<file path="src/rtl/kle_pkg.sv">
// ---------------------------------------------------------------------------
// kle_pkg: shared types, codes and glyph tables of the keycode line editor
// Holds the HID key codes, event codes, controller/datapath handshake
// structs and the keycode-to-ASCII lookup functions.
// ---------------------------------------------------------------------------
package kle_pkg;

   // Field widths
   localparam int CHAR_W = 8;
   localparam int POS_W  = 7;
   localparam int EV_W   = 3;
   localparam int KEY_W  = 8;

   // Default line store depth
   localparam int KLE_LINE_DEPTH = 128;

   // Reset value of the max_length register
   localparam logic [POS_W-1:0] MAX_LEN_RESET = 7'd111;

   // HID usage codes
   localparam logic [KEY_W-1:0] KEY_BACKSPACE   = 8'd42;
   localparam logic [KEY_W-1:0] KEY_RIGHT       = 8'd79;
   localparam logic [KEY_W-1:0] KEY_LEFT        = 8'd80;
   localparam logic [KEY_W-1:0] KEY_ALNUM_FIRST = 8'd4;
   localparam logic [KEY_W-1:0] KEY_ALNUM_LAST  = 8'd39;
   localparam logic [KEY_W-1:0] KEY_PUNCT_FIRST = 8'd44;
   localparam logic [KEY_W-1:0] KEY_PUNCT_LAST  = 8'd56;
   localparam logic [KEY_W-1:0] KEY_PUNCT_SKIP  = 8'd50;

   // Modifier bytes that count as shift (left or right shift alone)
   localparam logic [7:0] MOD_LSHIFT = 8'd2;
   localparam logic [7:0] MOD_RSHIFT = 8'd32;

   // Event codes, also used as the internal operation code
   localparam logic [EV_W-1:0] EV_NONE   = 3'd0;
   localparam logic [EV_W-1:0] EV_INSERT = 3'd1;
   localparam logic [EV_W-1:0] EV_DELETE = 3'd2;
   localparam logic [EV_W-1:0] EV_RIGHT  = 3'd3;
   localparam logic [EV_W-1:0] EV_LEFT   = 3'd4;
   localparam logic [EV_W-1:0] EV_READ   = 3'd5;

   // Glyph tables
   localparam int ALNUM_COUNT = 36;
   localparam int PUNCT_COUNT = 13;
   localparam logic [8*ALNUM_COUNT-1:0] ALNUM_LOWER = "abcdefghijklmnopqrstuvwxyz1234567890";
   localparam logic [8*ALNUM_COUNT-1:0] ALNUM_UPPER = "ABCDEFGHIJKLMNOPQRSTUVWXYZ!@#$%^&*()";
   localparam logic [CHAR_W-1:0] PUNCT_PLAIN [PUNCT_COUNT] = '{
      8'h20, 8'h2D, 8'h3D, 8'h5B, 8'h5D, 8'h5C, 8'h00,
      8'h3B, 8'h27, 8'h60, 8'h2C, 8'h2E, 8'h2F
   };
   localparam logic [CHAR_W-1:0] PUNCT_SHIFT [PUNCT_COUNT] = '{
      8'h20, 8'h5F, 8'h2B, 8'h7B, 8'h7D, 8'h7C, 8'h00,
      8'h3A, 8'h22, 8'h7E, 8'h3C, 8'h3E, 8'h3F
   };

   // Controller to datapath commands
   typedef struct packed {
      logic accept;   // take the item on the request channel
      logic step;     // advance the tail shift by one character
      logic commit;   // update cursor/length, write inserted char
      logic load;     // load the response register
   } kle_cmd_type;

   // Datapath to controller status
   typedef struct packed {
      logic busy;     // tail shift still moving characters
   } kle_status_type;

   // Letters and digits, idx = key - 4
   function automatic logic [CHAR_W-1:0] alnum_glyph(input logic [5:0] idx,
                                                     input logic       shift);
      int pos;
      pos = 8 * (ALNUM_COUNT - 1 - int'(idx));
      return shift ? ALNUM_UPPER[pos +: 8] : ALNUM_LOWER[pos +: 8];
   endfunction

   // Symbols, idx = key - 44
   function automatic logic [CHAR_W-1:0] punct_glyph(input logic [3:0] idx,
                                                     input logic       shift);
      return shift ? PUNCT_SHIFT[idx] : PUNCT_PLAIN[idx];
   endfunction

endpackage

</file>
<file path="src/rtl/kle_datapath.sv">
// ---------------------------------------------------------------------------
// kle_datapath: line store, cursor and key decode of the keycode line editor
// Decodes key events, shifts the line tail one character per cycle through
// the line memory and holds the response payload.
// ---------------------------------------------------------------------------
module kle_datapath import kle_pkg::*; #(
   parameter int LINE_DEPTH = KLE_LINE_DEPTH
) (
   input  logic              clock,
   input  logic              reset,
   input  kle_cmd_type       cmd,
   output kle_status_type    status,
   input  logic              req_action,
   input  logic [7:0]        req_modifier_bits,
   input  logic [KEY_W-1:0]  req_key_code,
   input  logic [POS_W-1:0]  req_read_index,
   input  logic              csr_write,
   input  logic [POS_W-1:0]  csr_data,
   output logic [CHAR_W-1:0] rsp_char_out,
   output logic [POS_W-1:0]  rsp_cursor_pos,
   output logic [POS_W-1:0]  rsp_line_length,
   output logic [EV_W-1:0]   rsp_event_code
);

   localparam int ADDR_W = $clog2(LINE_DEPTH);
   localparam int IDX_W  = (ADDR_W > POS_W) ? ADDR_W : POS_W;

   // Architectural state
   logic [POS_W-1:0]  cursor_ff, length_ff, max_len_ff;
   // Current item
   logic [EV_W-1:0]   op_ff;
   logic [CHAR_W-1:0] char_ff;
   logic              rhit_ff;
   // Tail shift
   logic [POS_W-1:0]  cnt_ff;
   logic              pend_ff;
   logic              del_ff;
   logic [ADDR_W-1:0] ptr_ff, wr_addr_ff;
   // Line memory
   logic [CHAR_W-1:0] line_mem [LINE_DEPTH];
   logic [CHAR_W-1:0] rdata_ff;
   // Response payload
   logic [CHAR_W-1:0] rsp_char_ff;
   logic [POS_W-1:0]  rsp_cursor_ff, rsp_length_ff;
   logic [EV_W-1:0]   rsp_event_ff;

   logic              shift_on, room, alnum_key, punct_key;
   logic [KEY_W-1:0]  alnum_off, punct_off;
   logic [EV_W-1:0]   op_in;
   logic [CHAR_W-1:0] glyph_in;
   logic [IDX_W-1:0]  cursor_x, length_m1_x, ridx_x;
   logic [POS_W-1:0]  span;
   logic              rd_en, wr_en;
   logic [ADDR_W-1:0] rd_addr, wr_addr;
   logic [CHAR_W-1:0] wr_data;

   // Key decode against the current line state
   always_comb begin
      shift_on  = (req_modifier_bits == MOD_LSHIFT) || (req_modifier_bits == MOD_RSHIFT);
      room      = (length_ff < max_len_ff) && (int'(length_ff) < LINE_DEPTH);
      alnum_key = (req_key_code >= KEY_ALNUM_FIRST) && (req_key_code <= KEY_ALNUM_LAST);
      punct_key = (req_key_code >= KEY_PUNCT_FIRST) && (req_key_code <= KEY_PUNCT_LAST)
                  && (req_key_code != KEY_PUNCT_SKIP);
      alnum_off = req_key_code - KEY_ALNUM_FIRST;
      punct_off = req_key_code - KEY_PUNCT_FIRST;
      op_in     = EV_NONE;
      glyph_in  = '0;
      if (req_action) begin
         op_in = EV_READ;
      end else if (req_key_code == KEY_BACKSPACE) begin
         if (cursor_ff != '0) op_in = EV_DELETE;
      end else if (req_key_code == KEY_RIGHT) begin
         if (cursor_ff < length_ff) op_in = EV_RIGHT;
      end else if (req_key_code == KEY_LEFT) begin
         if (cursor_ff != '0) op_in = EV_LEFT;
      end else if (room && alnum_key) begin
         op_in    = EV_INSERT;
         glyph_in = alnum_glyph(alnum_off[5:0], shift_on);
      end else if (room && punct_key) begin
         op_in    = EV_INSERT;
         glyph_in = punct_glyph(punct_off[3:0], shift_on);
      end
   end

   // Address arithmetic in a width that covers both position and depth
   always_comb begin
      cursor_x    = IDX_W'(cursor_ff);
      length_m1_x = IDX_W'(length_ff) - IDX_W'(1);
      ridx_x      = IDX_W'(req_read_index);
      span        = length_ff - cursor_ff;
   end

   // Control registers: cursor, length, config, shift counter
   always_ff @(posedge clock) begin
      if (reset) begin
         cursor_ff  <= '0;
         length_ff  <= '0;
         max_len_ff <= MAX_LEN_RESET;
         op_ff      <= EV_NONE;
         cnt_ff     <= '0;
         pend_ff    <= 1'b0;
      end else begin
         if (csr_write) begin
            max_len_ff <= csr_data;
         end
         if (cmd.accept) begin
            op_ff   <= op_in;
            cnt_ff  <= (op_in == EV_DELETE || op_in == EV_INSERT) ? span : '0;
            pend_ff <= 1'b0;
         end else if (cmd.step) begin
            pend_ff <= (cnt_ff != '0);
            if (cnt_ff != '0) cnt_ff <= cnt_ff - POS_W'(1);
         end
         if (cmd.commit) begin
            case (op_ff)
               EV_DELETE: begin
                  cursor_ff <= cursor_ff - POS_W'(1);
                  length_ff <= length_ff - POS_W'(1);
               end
               EV_INSERT: begin
                  cursor_ff <= cursor_ff + POS_W'(1);
                  length_ff <= length_ff + POS_W'(1);
               end
               EV_RIGHT: cursor_ff <= cursor_ff + POS_W'(1);
               EV_LEFT:  cursor_ff <= cursor_ff - POS_W'(1);
               default:  ;
            endcase
         end
      end
   end

   // Item payload and shift pointers
   always_ff @(posedge clock) begin
      if (cmd.accept) begin
         char_ff <= glyph_in;
         rhit_ff <= (req_read_index < length_ff);
         del_ff  <= (op_in == EV_DELETE);
         // delete walks up from the cursor, insert walks down from the end
         ptr_ff  <= (op_in == EV_DELETE) ? cursor_x[ADDR_W-1:0] : length_m1_x[ADDR_W-1:0];
      end else if (cmd.step && cnt_ff != '0) begin
         wr_addr_ff <= del_ff ? ptr_ff - ADDR_W'(1) : ptr_ff + ADDR_W'(1);
         ptr_ff     <= del_ff ? ptr_ff + ADDR_W'(1) : ptr_ff - ADDR_W'(1);
      end
   end

   // Memory port selection
   always_comb begin
      rd_en   = (cmd.accept && op_in == EV_READ) || (cmd.step && cnt_ff != '0);
      rd_addr = cmd.accept ? ridx_x[ADDR_W-1:0] : ptr_ff;
      wr_en   = pend_ff || (cmd.commit && op_ff == EV_INSERT);
      wr_addr = pend_ff ? wr_addr_ff : cursor_x[ADDR_W-1:0];
      wr_data = pend_ff ? rdata_ff : char_ff;
   end

   // Line memory: one write, one registered read per cycle
   always_ff @(posedge clock) begin
      if (rd_en) begin
         rdata_ff <= line_mem[rd_addr];
      end
      if (wr_en) begin
         line_mem[wr_addr] <= wr_data;
      end
   end

   // Response payload
   always_ff @(posedge clock) begin
      if (cmd.load) begin
         rsp_char_ff   <= (op_ff == EV_READ) ? (rhit_ff ? rdata_ff : '0) : char_ff;
         rsp_cursor_ff <= cursor_ff;
         rsp_length_ff <= length_ff;
         rsp_event_ff  <= op_ff;
      end
   end

   assign status.busy     = (cnt_ff != '0) || pend_ff;
   assign rsp_char_out    = rsp_char_ff;
   assign rsp_cursor_pos  = rsp_cursor_ff;
   assign rsp_line_length = rsp_length_ff;
   assign rsp_event_code  = rsp_event_ff;

endmodule

</file>
<file path="config.mk">
export PLATFORM = sky130hd
export DESIGN_NAME = kle_datapath
export DESIGN_NICKNAME = d
export VERILOG_FILES = /design/src/rtl/kle_pkg.sv /design/src/rtl/kle_datapath.sv
export SDC_FILE = /design/constraint.sdc
export NUM_CORES = 2
export LEC_CHECK = 0
export BUFFER_PORTS_ARGS = -buffer_cell sky130_fd_sc_hd__buf_2
export CAP_MARGIN = 20
export CORE_MARGIN = 8
export CORE_UTILIZATION = 59
export DETAILED_ROUTE_END_ITERATION = 12
export GPL_ROUTABILITY_DRIVEN = 0
export PLACE_DENSITY = 0.75
export SLEW_MARGIN = 5
export SYNTH_ARGS = -nofsm -noshare
export SYNTH_HDL_FRONTEND = slang
export SYNTH_SLANG_ARGS = --single-unit
</file>
<file path="constraint.sdc">
create_clock -name clock -period 8.2 [get_ports clock]
set_input_delay 0.82 -clock clock [delete_from_list [all_inputs] [get_ports clock]]
set_output_delay 0.82 -clock clock [all_outputs]
set_load 0.01 [all_outputs]
</file>
==> impl_metrics.env <==
export IMPL_core_area_um2=77600
export IMPL_power_density_nw_per_um2=253
export IMPL_core_rowCount=102
export IMPL_clock_sinks=1112
export IMPL_cts_tree="built"
export IMPL_syn_avg_cell_area_um2=14.2
export IMPL_cts_setup_buffers=0
export IMPL_finalInstanceArea_um2=50900
export IMPL_portBuffers=63
export IMPL_routed_wl_um=119000
export IMPL_drive_above_1_share=0.109
export IMPL_grt_start_max_net_pins=145
export IMPL_synth_edff_count=1080
export IMPL_hold_depth=3
export IMPL_top_layer_used="met5"
export IMPL_cts_resized=0
export IMPL_path_clk_slew_ps=60
export IMPL_ant_nets=0
export IMPL_dr_total_vias=29051
export IMPL_seqCellArea_um2=33100
export IMPL_fmax_ghz=0.201
export IMPL_reg2regPathDepth=8
export IMPL_fillCellCount=5314
export IMPL_skew_ps=34.2
export IMPL_status="finished clean"
export IMPL_vias_per_cell=6.58
export IMPL_slew_viol_final=0
export IMPL_fp_dieArea_um2=87700
export IMPL_hold_buffers=0
export IMPL_synth_fp_nets=3341
export IMPL_power_w=0.0129
export IMPL_rsz0062_at_grt="no"
export IMPL_fin_tns_setup_ps=0
export IMPL_syn_inst=3258
export IMPL_wl_met3_um=14500
export IMPL_slew_headroom=0.237
export IMPL_multi_input_area_um2=12200
export IMPL_timing_final_ws_setup_ps=3230
export IMPL_dr_wl_met2_um=55400
export IMPL_hpwl_um=71100
export IMPL_hold_class="in2reg"
export IMPL_nNetsFinal=3366
export IMPL_syn_cell_area_um2=46300
export IMPL_synth_top_flop_cell="edfxtp_1"
export IMPL_worstSetupStartpointType="primary input"
export IMPL_tightest_slew_ps=1140
export IMPL_ys_ff_latch=1112
export IMPL_initial_utilization=0.597
export IMPL_worstPathArrival_ps=5480
export IMPL_async_reset_ff_frac=0
export IMPL_wl_per_cell_um=27.0
export IMPL_drt_initial_drc_count=3927
export IMPL_drc=0
export IMPL_io_pins=64
export IMPL_cp_data_required_time_ps=8720
export IMPL_areaGrowthSynthToFinish_pct=9.85
export IMPL_cts_buffer_depth=3
export IMPL_dp_slack_ps=2730
export IMPL_setup_viol=0
export IMPL_cts_buffers=106
export IMPL_place_area_um2=47500
export IMPL_period_share=0.606
export IMPL_grt_pass1_wl_um=176000
export IMPL_synth_cell_types=69
export IMPL_route_layer_met1_wl_um=43600
export IMPL_grt_pass1_vias=27991
export IMPL_peakVddDrop_mv=0.199
export IMPL_clockRootBuffer="clkbuf_16"
export IMPL_antenna_found_initial=3
export IMPL_grt_usage=0.267
export IMPL_path_max_fanout=39
export IMPL_die_h_um=296
export IMPL_crit_type="in2reg"
export IMPL_synth_warnings=0
export IMPL_cap_violations=0
export IMPL_dieWidth_um=296
export IMPL_clk_latency_ps=690
export IMPL_end_kind="flip-flop"
export IMPL_fin_crit_ps=4970
export IMPL_leakage_nw=17.3
export IMPL_first_pass_iters=6
export IMPL_h_tree_depth=3
export IMPL_hold_viol=0
export IMPL_ys_seq_area_frac=0.714
export IMPL_grt_ovfl_total=0
==> cell usage after synthesis (13+ instances only) <==
cell type | n | area share
inv_1 | 46 | 0.0037
buf_1 | 18 | 0.0015
nor2_1 | 187 | 0.015
mux4_2 | 79 | 0.038
nand2_1 | 583 | 0.047
a21oi_1 | 248 | 0.027
o22ai_1 | 49 | 0.0066
nand3_1 | 84 | 0.0091
o211ai_1 | 15 | 0.0024
dfxtp_1 | 32 | 0.014
o221ai_1 | 16 | 0.0030
o21ai_0 | 106 | 0.011
buf_4 | 19 | 0.0031
ha_1 | 43 | 0.012
buf_2 | 55 | 0.0059
clkbuf_1 | 87 | 0.0071
xnor2_1 | 28 | 0.0053
edfxtp_1 | 1080 | 0.70
nor3_1 | 25 | 0.0027
nand2b_1 | 16 | 0.0022
nor4_1 | 71 | 0.0096
a31oi_1 | 17 | 0.0023
xor2_1 | 13 | 0.0025
mux2i_1 | 164 | 0.035
==> routing by layer <==
layer,global-route usage,up-vias
li1,-,12386
met1,0.360,14296
met2,0.420,2019
met3,0.0643,348
met4,0.108,2
met5,0,-
==> worst max-delay path, stage by stage <==
cell,delay [ps]
buf_2,360
buf_4,550
mux2i_4,960
nand2_2,620
buf_4,460
a21oi_1,250
nor4_1,100
or4_1,740
a211o_1,370
a31oi_1,130
==> cells by family after synthesis <==
logic type / after synthesis / share of synthesized area
adders and majority gates: 45 / 0.0125
and+or+nand+nor: 1018 / 0.0937
AOI/OAI and AO/OA: 545 / 0.0693
xor gates and xnor gates: 41 / 0.00776
muxes: 258 / 0.0783
DFF: 1112 / 0.714
buffers and inverters: 239 / 0.0242
==> power by group <==
group | internal [W] | total [W] | switching [W]
clock | 0.00262 | 0.00472 | 0.00210
sequential | 0.00637 | 0.00646 | 0.0000889
combinational | 0.000517 | 0.00171 | 0.00119
==> worst paths after layout <==
path / to / start / slack [ps]
min: max_len_ff[0] / csr_data[0] / 370
min reg2reg: max_len_ff[0] / max_len_ff[0] / 490
max: rdata_ff[3] / cmd[3] / 3230
max reg2reg: rdata_ff[4] / ptr_ff[0] / 3820
==> area by class of cell <==
type / count / share of cell area
flip-flops and latches: 1112 / 0.650
repair buffers: 107 / 0.0145
multi-input cells: 1907 / 0.241
well taps: 1040 / 0.0256
inverters: 49 / 0.00362
diodes: 3 / 0.000148
clock inverters: 64 / 0.0110
clock buffers: 131 / 0.0544
==> metrics by stage <==
stage           util  hold slack, ps  std cells
2_1_floorplan      -             406       3258
3_3_place_gp   0.612             458       4209
3_5_place_dp   0.612             483       4212
4_1_cts        0.655             351       4407
5_1_grt        0.655             360       4411
6_report       0.656             366       4413
==> placed cells by master (no fill, tap or decap), types with 11 or more instances in the layout <==
| cell type | netlist | final |
|---|---|---|
| xnor2_1 | 28 | 28 |
| inv_1 | 46 | 46 |
| clkbuf_1 | 87 | 24 |
| nor4_1 | 71 | 71 |
| nor3_1 | 25 | 25 |
| or3_1 | 11 | 11 |
| a22oi_1 | 11 | 11 |
| clkinv_2 | 0 | 21 |
| nand2_1 | 583 | 579 |
| a21o_1 | 12 | 12 |
| mux4_2 | 79 | 79 |
| clkinv_1 | 3 | 23 |
| o21ai_0 | 106 | 106 |
| nand2b_1 | 16 | 16 |
| edfxtp_1 | 1080 | 1080 |
| ha_1 | 43 | 43 |
| dfxtp_1 | 32 | 32 |
| mux2i_1 | 164 | 162 |
| buf_2 | 55 | 64 |
| a31oi_1 | 17 | 15 |
| o221ai_1 | 16 | 16 |
| clkbuf_16 | 0 | 107 |
| o22ai_1 | 49 | 49 |
| a21oi_1 | 248 | 248 |
| o211ai_1 | 15 | 15 |
| nand3_1 | 84 | 84 |
| nor2_1 | 187 | 187 |
| xor2_1 | 13 | 13 |
| buf_4 | 19 | 33 |
==> state kept, by name (all words and copies together), names as in the netlist <==
register         flops
ptr_ff               7
length_ff            7
char_ff              7
rsp_char_out         8
rsp_event_code       3
op_ff                3
wr_addr_ff           7
rsp_cursor_pos       7
rsp_line_length      7
del_ff               1
rdata_ff             8
cursor_ff            7
pend_ff              1
line_mem          1024
rhit_ff              1
cnt_ff               7
max_len_ff           7
No activity file was read; power rests on OpenSTA's default activity.
