$ cat src/rtl/kle_pkg.sv
// ---------------------------------------------------------------------------
// kle_pkg: shared types, codes and glyph tables of the keycode line editor
// Holds the HID key codes, event codes, controller/datapath handshake
// structs and the keycode-to-ASCII lookup functions.
// ---------------------------------------------------------------------------
package kle_pkg;

   // Field widths
   localparam int CHAR_W = 8;
   localparam int POS_W  = 7;
   localparam int EV_W   = 3;
   localparam int KEY_W  = 8;

   // Default line store depth
   localparam int KLE_LINE_DEPTH = 128;

   // Reset value of the max_length register
   localparam logic [POS_W-1:0] MAX_LEN_RESET = 7'd111;

   // HID usage codes
   localparam logic [KEY_W-1:0] KEY_BACKSPACE   = 8'd42;
   localparam logic [KEY_W-1:0] KEY_RIGHT       = 8'd79;
   localparam logic [KEY_W-1:0] KEY_LEFT        = 8'd80;
   localparam logic [KEY_W-1:0] KEY_ALNUM_FIRST = 8'd4;
   localparam logic [KEY_W-1:0] KEY_ALNUM_LAST  = 8'd39;
   localparam logic [KEY_W-1:0] KEY_PUNCT_FIRST = 8'd44;
   localparam logic [KEY_W-1:0] KEY_PUNCT_LAST  = 8'd56;
   localparam logic [KEY_W-1:0] KEY_PUNCT_SKIP  = 8'd50;

   // Modifier bytes that count as shift (left or right shift alone)
   localparam logic [7:0] MOD_LSHIFT = 8'd2;
   localparam logic [7:0] MOD_RSHIFT = 8'd32;

   // Event codes, also used as the internal operation code
   localparam logic [EV_W-1:0] EV_NONE   = 3'd0;
   localparam logic [EV_W-1:0] EV_INSERT = 3'd1;
   localparam logic [EV_W-1:0] EV_DELETE = 3'd2;
   localparam logic [EV_W-1:0] EV_RIGHT  = 3'd3;
   localparam logic [EV_W-1:0] EV_LEFT   = 3'd4;
   localparam logic [EV_W-1:0] EV_READ   = 3'd5;

   // Glyph tables
   localparam int ALNUM_COUNT = 36;
   localparam int PUNCT_COUNT = 13;
   localparam logic [8*ALNUM_COUNT-1:0] ALNUM_LOWER = "abcdefghijklmnopqrstuvwxyz1234567890";
   localparam logic [8*ALNUM_COUNT-1:0] ALNUM_UPPER = "ABCDEFGHIJKLMNOPQRSTUVWXYZ!@#$%^&*()";
   localparam logic [CHAR_W-1:0] PUNCT_PLAIN [PUNCT_COUNT] = '{
      8'h20, 8'h2D, 8'h3D, 8'h5B, 8'h5D, 8'h5C, 8'h00,
      8'h3B, 8'h27, 8'h60, 8'h2C, 8'h2E, 8'h2F
   };
   localparam logic [CHAR_W-1:0] PUNCT_SHIFT [PUNCT_COUNT] = '{
      8'h20, 8'h5F, 8'h2B, 8'h7B, 8'h7D, 8'h7C, 8'h00,
      8'h3A, 8'h22, 8'h7E, 8'h3C, 8'h3E, 8'h3F
   };

   // Controller to datapath commands
   typedef struct packed {
      logic accept;   // take the item on the request channel
      logic step;     // advance the tail shift by one character
      logic commit;   // update cursor/length, write inserted char
      logic load;     // load the response register
   } kle_cmd_type;

   // Datapath to controller status
   typedef struct packed {
      logic busy;     // tail shift still moving characters
   } kle_status_type;

   // Letters and digits, idx = key - 4
   function automatic logic [CHAR_W-1:0] alnum_glyph(input logic [5:0] idx,
                                                     input logic       shift);
      int pos;
      pos = 8 * (ALNUM_COUNT - 1 - int'(idx));
      return shift ? ALNUM_UPPER[pos +: 8] : ALNUM_LOWER[pos +: 8];
   endfunction

   // Symbols, idx = key - 44
   function automatic logic [CHAR_W-1:0] punct_glyph(input logic [3:0] idx,
                                                     input logic       shift);
      return shift ? PUNCT_SHIFT[idx] : PUNCT_PLAIN[idx];
   endfunction

endpackage

$ cat src/rtl/kle_ctrl.sv
// ---------------------------------------------------------------------------
// kle_ctrl: sequencing controller of the keycode line editor
// Accepts one item, runs the tail shift, commits the edit and hands the
// result to the response register.
// ---------------------------------------------------------------------------
module kle_ctrl import kle_pkg::*; (
   input  logic           clock,
   input  logic           reset,
   input  logic           req_valid,
   output logic           req_ready,
   input  logic           rsp_ready,
   output logic           rsp_valid,
   output kle_cmd_type    cmd,
   input  kle_status_type status
);

   localparam logic [1:0] ST_IDLE   = 2'd0;
   localparam logic [1:0] ST_SHIFT  = 2'd1;
   localparam logic [1:0] ST_COMMIT = 2'd2;
   localparam logic [1:0] ST_DONE   = 2'd3;

   logic [1:0] state_ff, state_in;
   logic       rsp_valid_ff, rsp_valid_in;

   // Commands
   always_comb begin
      cmd.accept = (state_ff == ST_IDLE) && req_valid;
      cmd.step   = (state_ff == ST_SHIFT);
      cmd.commit = (state_ff == ST_COMMIT);
      cmd.load   = (state_ff == ST_DONE) && (!rsp_valid_ff || rsp_ready);
   end

   // Next state
   always_comb begin
      state_in = state_ff;
      unique case (state_ff)
         ST_IDLE:   if (req_valid) state_in = ST_SHIFT;
         ST_SHIFT:  if (!status.busy) state_in = ST_COMMIT;
         ST_COMMIT: state_in = ST_DONE;
         ST_DONE:   if (cmd.load) state_in = ST_IDLE;
         default:   state_in = ST_IDLE;
      endcase
   end

   // Response valid: set on load, cleared when taken
   always_comb begin
      rsp_valid_in = rsp_valid_ff;
      if (cmd.load) begin
         rsp_valid_in = 1'b1;
      end else if (rsp_ready) begin
         rsp_valid_in = 1'b0;
      end
   end

   always_ff @(posedge clock) begin
      if (reset) begin
         state_ff     <= ST_IDLE;
         rsp_valid_ff <= 1'b0;
      end else begin
         state_ff     <= state_in;
         rsp_valid_ff <= rsp_valid_in;
      end
   end

   assign req_ready = (state_ff == ST_IDLE);
   assign rsp_valid = rsp_valid_ff;

endmodule

$ cat config.mk
export PLATFORM = sky130hd
export DESIGN_NAME = kle_ctrl
export DESIGN_NICKNAME = d
export VERILOG_FILES = /design/src/rtl/kle_pkg.sv /design/src/rtl/kle_ctrl.sv
export SDC_FILE = /design/constraint.sdc
export NUM_CORES = 1
export LEC_CHECK = 0
export BUFFER_PORTS_ARGS = -buffer_cell sky130_fd_sc_hd__buf_2
export CORE_AREA = 3 3 40 42
export DETAILED_ROUTE_END_ITERATION = 8
export DIE_AREA = 0 0 43 45
export PLACE_DENSITY = 0.45
export REMOVE_ABC_BUFFERS = 1
export SYNTH_ARGS = -nofsm -noshare
export SYNTH_HDL_FRONTEND = slang
export SYNTH_SLANG_ARGS = --single-unit
$ cat constraint.sdc
create_clock -name clock -period 1.38 [get_ports clock]
set_clock_uncertainty 0.05 [all_clocks]
set_input_delay 0.414 -clock clock [delete_from_list [all_inputs] [get_ports clock]]
set_output_delay 0.414 -clock clock [all_outputs]
set_load 0.02 [all_outputs]
==> results.tsv, run 1 <==
metric	value	unit
Warnings, synthesis	0	
gr usage total	0.06994	
vias in the first global route	238	
H-tree depth	1	
first-pass GRT wire length	910	µm
synthesized area per cell	9.302	µm²
Nets	54	
endpoint class of the critical path	output port	
Netlist Area Pre-Place	214.0	µm²
Slew headroom	0.8052	
sequential area share after synthesis	0.2807	
flops & latches, synth	3	
Die Width	43	µm
Placed Area	320.3	µm²
CTS max path bufs	2	
top layer in use	met3	
max-slew violations	0	
Remaining Overflow, GRT	0	
Final Instance Area	450.4	µm²
WP data required	920	ps
fillers	144	
Worst Hold Class	in -> reg	
Routed Antenna Nets	0	
Worst VDD drop	0.7499	mV
Port Buffer Count	10	
met1 WL	242	µm
synth unique cells	12	
Core Area	0.001285	mm²
Fin Setup TNS	-622.4	ps
multi-input logic area	183.9	µm²
DRT Pass-1 Iters	4	
clock latency on the worst-skew pair	230	ps
worst slew pin tran	292.2	ps
CTS tree	done	
post-synthesis instance total	23	
Clock Tree Root	clkbuf_4	
dpl ws	-96.32	ps
Layout area overhead	110.5	%
routed vias/inst	3.763	
failing checks	negative setup slack	
I/O pin total	11	
DRC viols	0	
Arr. time, crit path	1060	ps
Setup Crit Path Kind	reg -> out	
Leakage	0.0002141	µW
type of origin of the critical path	flip-flop	
Max Clock Freq	657.7	MHz
WL final	563	µm
worst-path fanout max	4	
fin crit period	1520	ps
post-route setup slack	-140.5	ps
fraction of layout instances using a drive strength above 1	0.7045	
die footprint	0.001935	mm²
initial antenna violation count	0	
DR iter-0 viols	3	
Die Y	45	µm
Ant. Diodes	0	
met3 WL	55	µm
Fin. Hold Viols	0	
CTS Sinks	3	
max_cap viols	0	
PwrDens	2192	mW/mm²
FF/Latch Area	65.06	µm²
Worst-path clk slew	40	ps
gp weighted congestion	0.6845	
Rows	13	
status	finished, violations left	
largest net degree at the start of global routing	6	
routed vias	222	
CTS Buf Count	3	
wire per inst	9.542	µm
unrepaired setup endpoints after global routing	true	
final setup vio count	7	
metal2 WL	265	µm
dpl hpwl	402.3	µm
post-route clock period utilization	1.102	
initial core utilization	0.1665	
[per-stage QoR]
step	instances	total power, µW	hold WS, ps	util
final	59	987.5	351.8	0.3505
after global placement	53	595.1	466.3	0.2493
after global routing	59	1074	360.4	0.3505
after detailed placement	53	592.2	463.9	0.2493
after CTS	58	937.6	341.6	0.3281
after floorplan	22	400.8	430.7	-
[routing by layer]
| layer | up-vias | track usage |
|---|---|---|
| li1 | 115 | - |
| met1 | 96 | 0.07711 |
| met2 | 11 | 0.09281 |
| met3 | 0 | 0.03586 |
| met4 | 0 | 0.07229 |
| met5 | - | 0 |
[path summary, 6_finish.rpt]
path	cells past startpoint	slack, ps	endpoint	from
worst max register to register	5	-40	state_ff[0]	state_ff[0]
worst min-delay path	2	350	rsp_valid	reset
worst max-delay path	3	-140	cmd[0]	state_ff[1]
worst min register to register	2	470	state_ff[1]	state_ff[1]
[kinds of logic after synthesis]
| logic type | count (synthesis) | share of synthesized area |
|---|---|---|
| AOI/OAI and AO/OA | 2 | 0.08189 |
| muxes | 2 | 0.09357 |
| DFF | 3 | 0.2807 |
| buffers and inverters | 4 | 0.08773 |
| and+or+nand+nor | 8 | 0.2223 |
| adders and majority gates | 4 | 0.2339 |
[placed cells by master (no fill, tap or decap), drive strengths merged]
master	synthesis	layout
mux2i	2	2
buf	1	18
dfxtp	3	3
a222oi	1	1
and2b	1	1
nand2b	3	3
inv	3	3
nor2b	1	1
clkbuf	0	4
nor2	2	2
o21bai	1	1
ha	4	4
and2	1	1
[worst max-delay path, stage by stage, from the launching register on]
cell and delay (ps):
dfxtp_4 350, ha_2 180, and2b_1 150, buf_2 150
[repair_timing]
action	4_1_cts	5_1_grt
buffers inserted	1	1
pin swaps	1	2
resized for setup	21	5
hold buffers	0	0
setup endpoints to repair	7	7
[cells in the mapped netlist]
cell type  n  share of area
a222oi_1   1          0.047
nand2b_1   3          0.088
and2b_1    1          0.035
inv_1      3          0.053
buf_4      1          0.035
nor2_1     2          0.035
o21bai_1   1          0.035
nor2b_1    1          0.029
dfxtp_1    3           0.28
ha_1       4           0.23
and2_2     1          0.035
mux2i_1    2          0.094
[power by group]
group | total, µW | switching [µW] | internal (µW)
clock network | 149 | 41.3 | 108
logic | 670 | 287 | 384
registers | 168 | 38.3 | 129
total | 988 | 366 | 621
[final cells by class]
type	count	area share
clock buffers	4	0.05833
inverters	3	0.03056
multi-input cells	16	0.4083
flip-flops and latches	3	0.1444
well taps	15	0.04167
repair buffers	18	0.3167
[flip-flops by register name, indices dropped and copies added (netlist names)]
signal     flops
state_ff       2
rsp_valid      1
No activity file was read; power rests on OpenSTA's default activity.
==> run 2: changes to the inputs <==
--- a/config.mk
+++ b/config.mk
@@ -7,6 +7,7 @@
 export LEC_CHECK = 0
 export BUFFER_PORTS_ARGS = -buffer_cell sky130_fd_sc_hd__buf_2
 export CORE_AREA = 3 3 40 42
+export CTS_BUF_LIST = sky130_fd_sc_hd__clkbuf_8
 export DETAILED_ROUTE_END_ITERATION = 8
 export DIE_AREA = 0 0 43 45
 export PLACE_DENSITY = 0.45
==> results.tsv, run 2 (synthesized netlist as in run 1, its figures left out) <==
metric	value	unit	change
status	finished, violations left		unchanged
failing checks	negative setup slack		unchanged
initial antenna violation count	0		unchanged
WL final	582	µm	was 563 µm
Core Area	0.001285	mm²	unchanged
Switching Share	0.3483		was 0.3708
Slowest-stage cell, CP	dfxtp_4		unchanged
max reg flops	2		unchanged
worst slew pin tran	293.2	ps	was 292.2 ps
endpoint class of the critical path	output port		unchanged
Crit path buffers/inverters	1		unchanged
reg-to-reg setup timing slack	-50	ps	was -40 ps
Clock Power Share	0.227		was 0.151
Non-Filler Instances	59		unchanged
H-tree depth	1		unchanged
max-slew violations	0		unchanged
Worst-path clk slew	30	ps	was 40 ps
worst stage delay on the critical path	340	ps	was 350 ps
DR iter-0 viols	3		unchanged
Final Util	0.3651		was 0.3505
Die Width	43	µm	unchanged
Remaining Overflow, GRT	0		unchanged
wire per inst	9.864	µm	was 9.542 µm
Slew headroom	0.8045		was 0.8052
PwrDens	2296	mW/mm²	was 2192 mW/mm²
Placed Area	320.3	µm²	unchanged
post-route setup slack	-122.7	ps	was -140.5 ps
WP data required	920	ps	about the same
dpl hpwl	402.3	µm	unchanged
CTS Sinks	3		unchanged
leading cell type in the layout, fill and taps excluded	buf_4		
most frequent cells in the layout	buf_4 (7), buf_6 (6), buf_2 (5)		was buf_2 (6), buf_6 (6), buf_4 (6)
Setup Crit Path Kind	reg -> out		unchanged
post-route clock period utilization	1.089		was 1.102
CTS Buf Count	3		unchanged
Routed Antenna Nets	0		unchanged
Worst VDD drop	1.028	mV	was 0.7499 mV
largest net degree at the start of global routing	6		unchanged
routed vias	227		was 222
Leakage	0.0002252	µW	was 0.0002141 µW
CTS tree	done		unchanged
Clock Tree Root	clkbuf_8		was clkbuf_4
gr usage total	0.06495		was 0.06994
total power	1077	µW	was 987.5 µW
Layout area overhead	119.3	%	was 110.5%
die footprint	0.001935	mm²	unchanged
number of placed cells counting well taps	53		unchanged
Arr. time, crit path	1040	ps	was 1060 ps
initial core utilization	0.1665		unchanged
gp weighted congestion	0.6845		unchanged
DRT Pass-1 Iters	4		unchanged
final setup vio count	7		unchanged
Port Buffer Count	10		unchanged
Nets	54		unchanged
Max Clock Freq	665.5	MHz	was 657.7 MHz
clock latency on the worst-skew pair	210	ps	was 230 ps
routed vias/inst	3.847		was 3.763
Power Internal	702.2	µW	was 621.3 µW
delay-heaviest family, CP	flip-flops		unchanged
Rows	13		unchanged
Hold Path Depth	2		unchanged
Ant. Diodes	0		unchanged
worst hold margin	368.7	ps	was 351.8 ps
first-pass GRT wire length	883	µm	was 910 µm
largest register by flop count	state_ff		unchanged
Final Instance Area	469.2	µm²	was 450.4 µm²
fin crit period	1503	ps	was 1520 ps
I/O pin total	11		unchanged
fraction of layout instances using a drive strength above 1	0.7045		unchanged
worst-path fanout max	4		unchanged
combinational power share	0.622		was 0.679
NetSw	375.3	µW	was 366.2 µW
Worst Hold Class	in -> reg		unchanged
type of origin of the critical path	flip-flop		unchanged
Worst Reg2Reg Path Length in Cells	5		unchanged
DRC viols	0		unchanged
vias in the first global route	236		was 238
max_cap viols	0		unchanged
unrepaired setup endpoints after global routing	true		unchanged
Crit path depth	3		unchanged
Fin. Hold Viols	0		unchanged
crit-path cells	ha_2, and2b_1, buf_4		was ha_2, and2b_1, buf_2
Die Y	45	µm	unchanged
CTS max path bufs	2		unchanged
sequential power share	0.151		was 0.170
run 2: changes by cell type in the layout (fill, tap and decap cells not counted):
cell | previous run | this run
inv_4 | 1 | 0
buf_4 | 6 | 7
inv_2 | 1 | 2
clkbuf_4 | 3 | 0
inv_1 | 1 | 2
clkbuf_1 | 1 | 0
buf_2 | 6 | 5
clkbuf_8 | 0 | 3
run 2: final timing paths:
path,start,endpoint
setup / recovery,state_ff[1],cmd[0]
hold / removal,reset,rsp_valid
setup reg to reg,state_ff[0],state_ff[0]
hold reg to reg,state_ff[1],state_ff[1]
run 2: routing by layer:
layer  GRT usage  routed length, µm  vias to the layer above
met3     0.02390                 55                        0
met1     0.07711                254                      101
met4     0.05422                  0                        0
li1            -                  -                      115
met5           0                  0                        -
met2     0.09281                273                       11
run 2: repair_timing:
action | CTS | global route
setup endpoints to repair | 7 | 7
pin swaps | 1 | 1
resized for setup | 22 | 4
hold buffers | 0 | 0
buffers inserted | 1 | 1
run 2: power by group through the flow:
| stage | sequential (µW) | clock [µW] | combinational [µW] |
|---|---|---|---|
| floorplan | 146 | 0 | 255 |
| global placement | 148 | 0 | 447 |
| detailed placement | 148 | 0 | 445 |
| CTS | 153 | 253 | 627 |
| global route | 169 | 257 | 735 |
| finish | 163 | 244 | 671 |
run 2: area by class of cell:
| type | instances | area [µm²] |
|---|---|---|
| repair buffers | 18 | 145.1 |
| inverters | 3 | 11.26 |
| clock inverters | 1 | 3.754 |
| well taps | 15 | 18.77 |
| flip-flops and latches | 3 | 65.06 |
| fillers | 142 | 815.8 |
| clock buffers | 3 | 41.29 |
| multi-input cells | 16 | 183.9 |
run 2: stage by stage:
step                setup TNS (ps)  setup slack [ps]
floorplan                   -246.1            -105.3
global placement            -311.7            -93.45
detailed placement          -278.4            -96.32
CTS                         -713.7            -115.1
global route                -923.0            -155.6
finish                      -554.2            -122.7
==> run 3: changes to the inputs <==
==> constraint.sdc (replaced) <==
create_clock -name clock -period 1.38 [get_ports clock]
set_clock_uncertainty 0.05 [all_clocks]
set_input_delay 0.414 -clock clock [delete_from_list [all_inputs] [get_ports clock]]
set_output_delay 0.414 -clock clock [all_outputs]
set_load 0.005 [all_outputs]
==> results.tsv, run 3 (synthesized netlist as in run 1, its figures left out) <==
metric	value	unit	change
gp weighted congestion	0.6035		was 0.6845
Die Y	45	µm	unchanged
fillers	131		was 142
Slew headroom	0.8144		was 0.8045
type of origin of the critical path	flip-flop		unchanged
worst hold margin	371.7	ps	was 368.7 ps
wire per inst	9.632	µm	was 9.864 µm
worst slew pin tran	278.3	ps	was 293.2 ps
Worst VDD drop	1.103	mV	was 1.028 mV
worst-path fanout max	4		unchanged
I/O pin total	11		unchanged
routed vias/inst	3.702		was 3.847
final setup vio count	7		unchanged
largest net degree at the start of global routing	6		unchanged
max reg flops	2		unchanged
Max Clock Freq	672.4	MHz	was 665.5 MHz
CTS Sinks	3		unchanged
leading cell type in the layout, fill and taps excluded	buf_2		was buf_4
Layout area overhead	107.0	%	was 119.3%
Final Util	0.3447		was 0.3651
post-route clock period utilization	1.078		was 1.089
WP data required	920	ps	about the same
max-slew violations	0		unchanged
Slowest-stage cell, CP	dfxtp_4		unchanged
DRC viols	0		unchanged
CTS tree	done		unchanged
number of placed cells counting well taps	52		was 53
crit-path cells	ha_2, and2b_1, buf_2		was ha_2, and2b_1, buf_4
Ant. Diodes	0		unchanged
Port Buffer Count	10		unchanged
WL final	549	µm	was 582 µm
endpoint class of the critical path	output port		unchanged
Rows	13		unchanged
first-pass GRT wire length	869	µm	was 883 µm
H-tree depth	1		unchanged
failing checks	negative setup slack		unchanged
status	finished, violations left		unchanged
Remaining Overflow, GRT	0		unchanged
Worst-path clk slew	30	ps	about the same
Die Width	43	µm	unchanged
DRT Pass-1 Iters	4		unchanged
fin crit period	1487	ps	was 1503 ps
reg-to-reg setup timing slack	-20	ps	was -50 ps
CTS max path bufs	2		unchanged
largest register by flop count	state_ff		unchanged
Setup Crit Path Kind	reg -> out		unchanged
Non-Filler Instances	57		was 59
Leakage	0.0002145	µW	was 0.0002252 µW
initial core utilization	0.1665		unchanged
initial antenna violation count	0		unchanged
Clock Tree Root	clkbuf_8		unchanged
die footprint	0.001935	mm²	unchanged
Routed Antenna Nets	0		unchanged
post-route setup slack	-107.3	ps	was -122.7 ps
clock latency on the worst-skew pair	210	ps	about the same
gr usage total	0.06495		unchanged
Core Area	0.001285	mm²	unchanged
worst stage delay on the critical path	350	ps	was 340 ps
PwrDens	2142	mW/mm²	was 2296 mW/mm²
Arr. time, crit path	1020	ps	was 1040 ps
Nets	52		was 54
CTS Buf Count	3		unchanged
most frequent cells in the layout	buf_2 (7), buf_6 (5), buf_4 (4)		was buf_4 (7), buf_6 (6), buf_2 (5)
max_cap viols	0		unchanged
total power	948.7	µW	was 1077 µW
vias in the first global route	207		was 236
unrepaired setup endpoints after global routing	true		unchanged
Worst Hold Class	in -> reg		unchanged
Fin Setup TNS	-460.2	ps	was -554.2 ps
fraction of layout instances using a drive strength above 1	0.6667		was 0.7045
Post-CTS Hold Buffers	0		unchanged
DR iter-0 viols	7		was 3
Fin. Hold Viols	0		unchanged
routed vias	211		was 227
-- run 3: where the power goes --
| part | total (µW) | switching [µW] | leakage [µW] | internal [µW] |
|---|---|---|---|---|
| logic | 536 | 206 | 0.000162 | 330 |
| clock network | 242 | 53.1 | 0.0000269 | 189 |
| registers | 171 | 36.8 | 0.0000259 | 134 |
| total | 949 | 296 | 0.000214 | 653 |
-- run 3: timing repair --
| item | in CTS | in global routing |
|---|---|---|
| cloned | 0 | 0 |
| pin swaps | 3 | 2 |
| gates resized for setup | 16 | 4 |
| endpoints found under the setup margin | 7 | 7 |
| setup buffers | 1 | 0 |
-- run 3: per-stage QoR --
stage	instance area, µm²	worst slack (ps)
6_report	442.9	-107.3
5_1_grt	442.9	-136.8
4_1_cts	431.7	-97.99
3_5_place_dp	312.8	-48.20
3_3_place_gp	312.8	-47.12
2_1_floorplan	206.4	-20.70
-- run 3: worst paths after layout --
| kind | start | to | cells past startpoint |
|---|---|---|---|
| max | state_ff[0] | cmd[0] | 3 |
| min | reset | rsp_valid | 2 |
| max reg2reg | state_ff[0] | state_ff[1] | 5 |
| min reg2reg | state_ff[0] | state_ff[0] | 2 |
-- run 3: final cells by class --
cell class	instances	area (µm²)	share of cell area
multi-input cells	16	176.4	0.3983
repair buffers	16	121.4	0.2740
flip-flops and latches	3	67.56	0.1525
clock buffers	3	41.29	0.09322
well taps	15	18.77	0.04237
inverters	3	13.76	0.03107
clock inverters	1	3.754	0.008475
-- run 3: critical path: cells and delay by family, from the launching register on --
kind | cells | cell delay [ps]
flops | 1 | 350
simple gates | 1 | 140
buf+inv | 1 | 120
fa+ha+maj | 1 | 190
-- run 3: layer usage --
layer	GRT usage	vias up	part of all wire
met4	0.03614	0	0
met2	0.08084	13	0.40
met5	0	-	0
li1	-	113	-
met1	0.08675	85	0.46
met3	0.03586	0	0.13
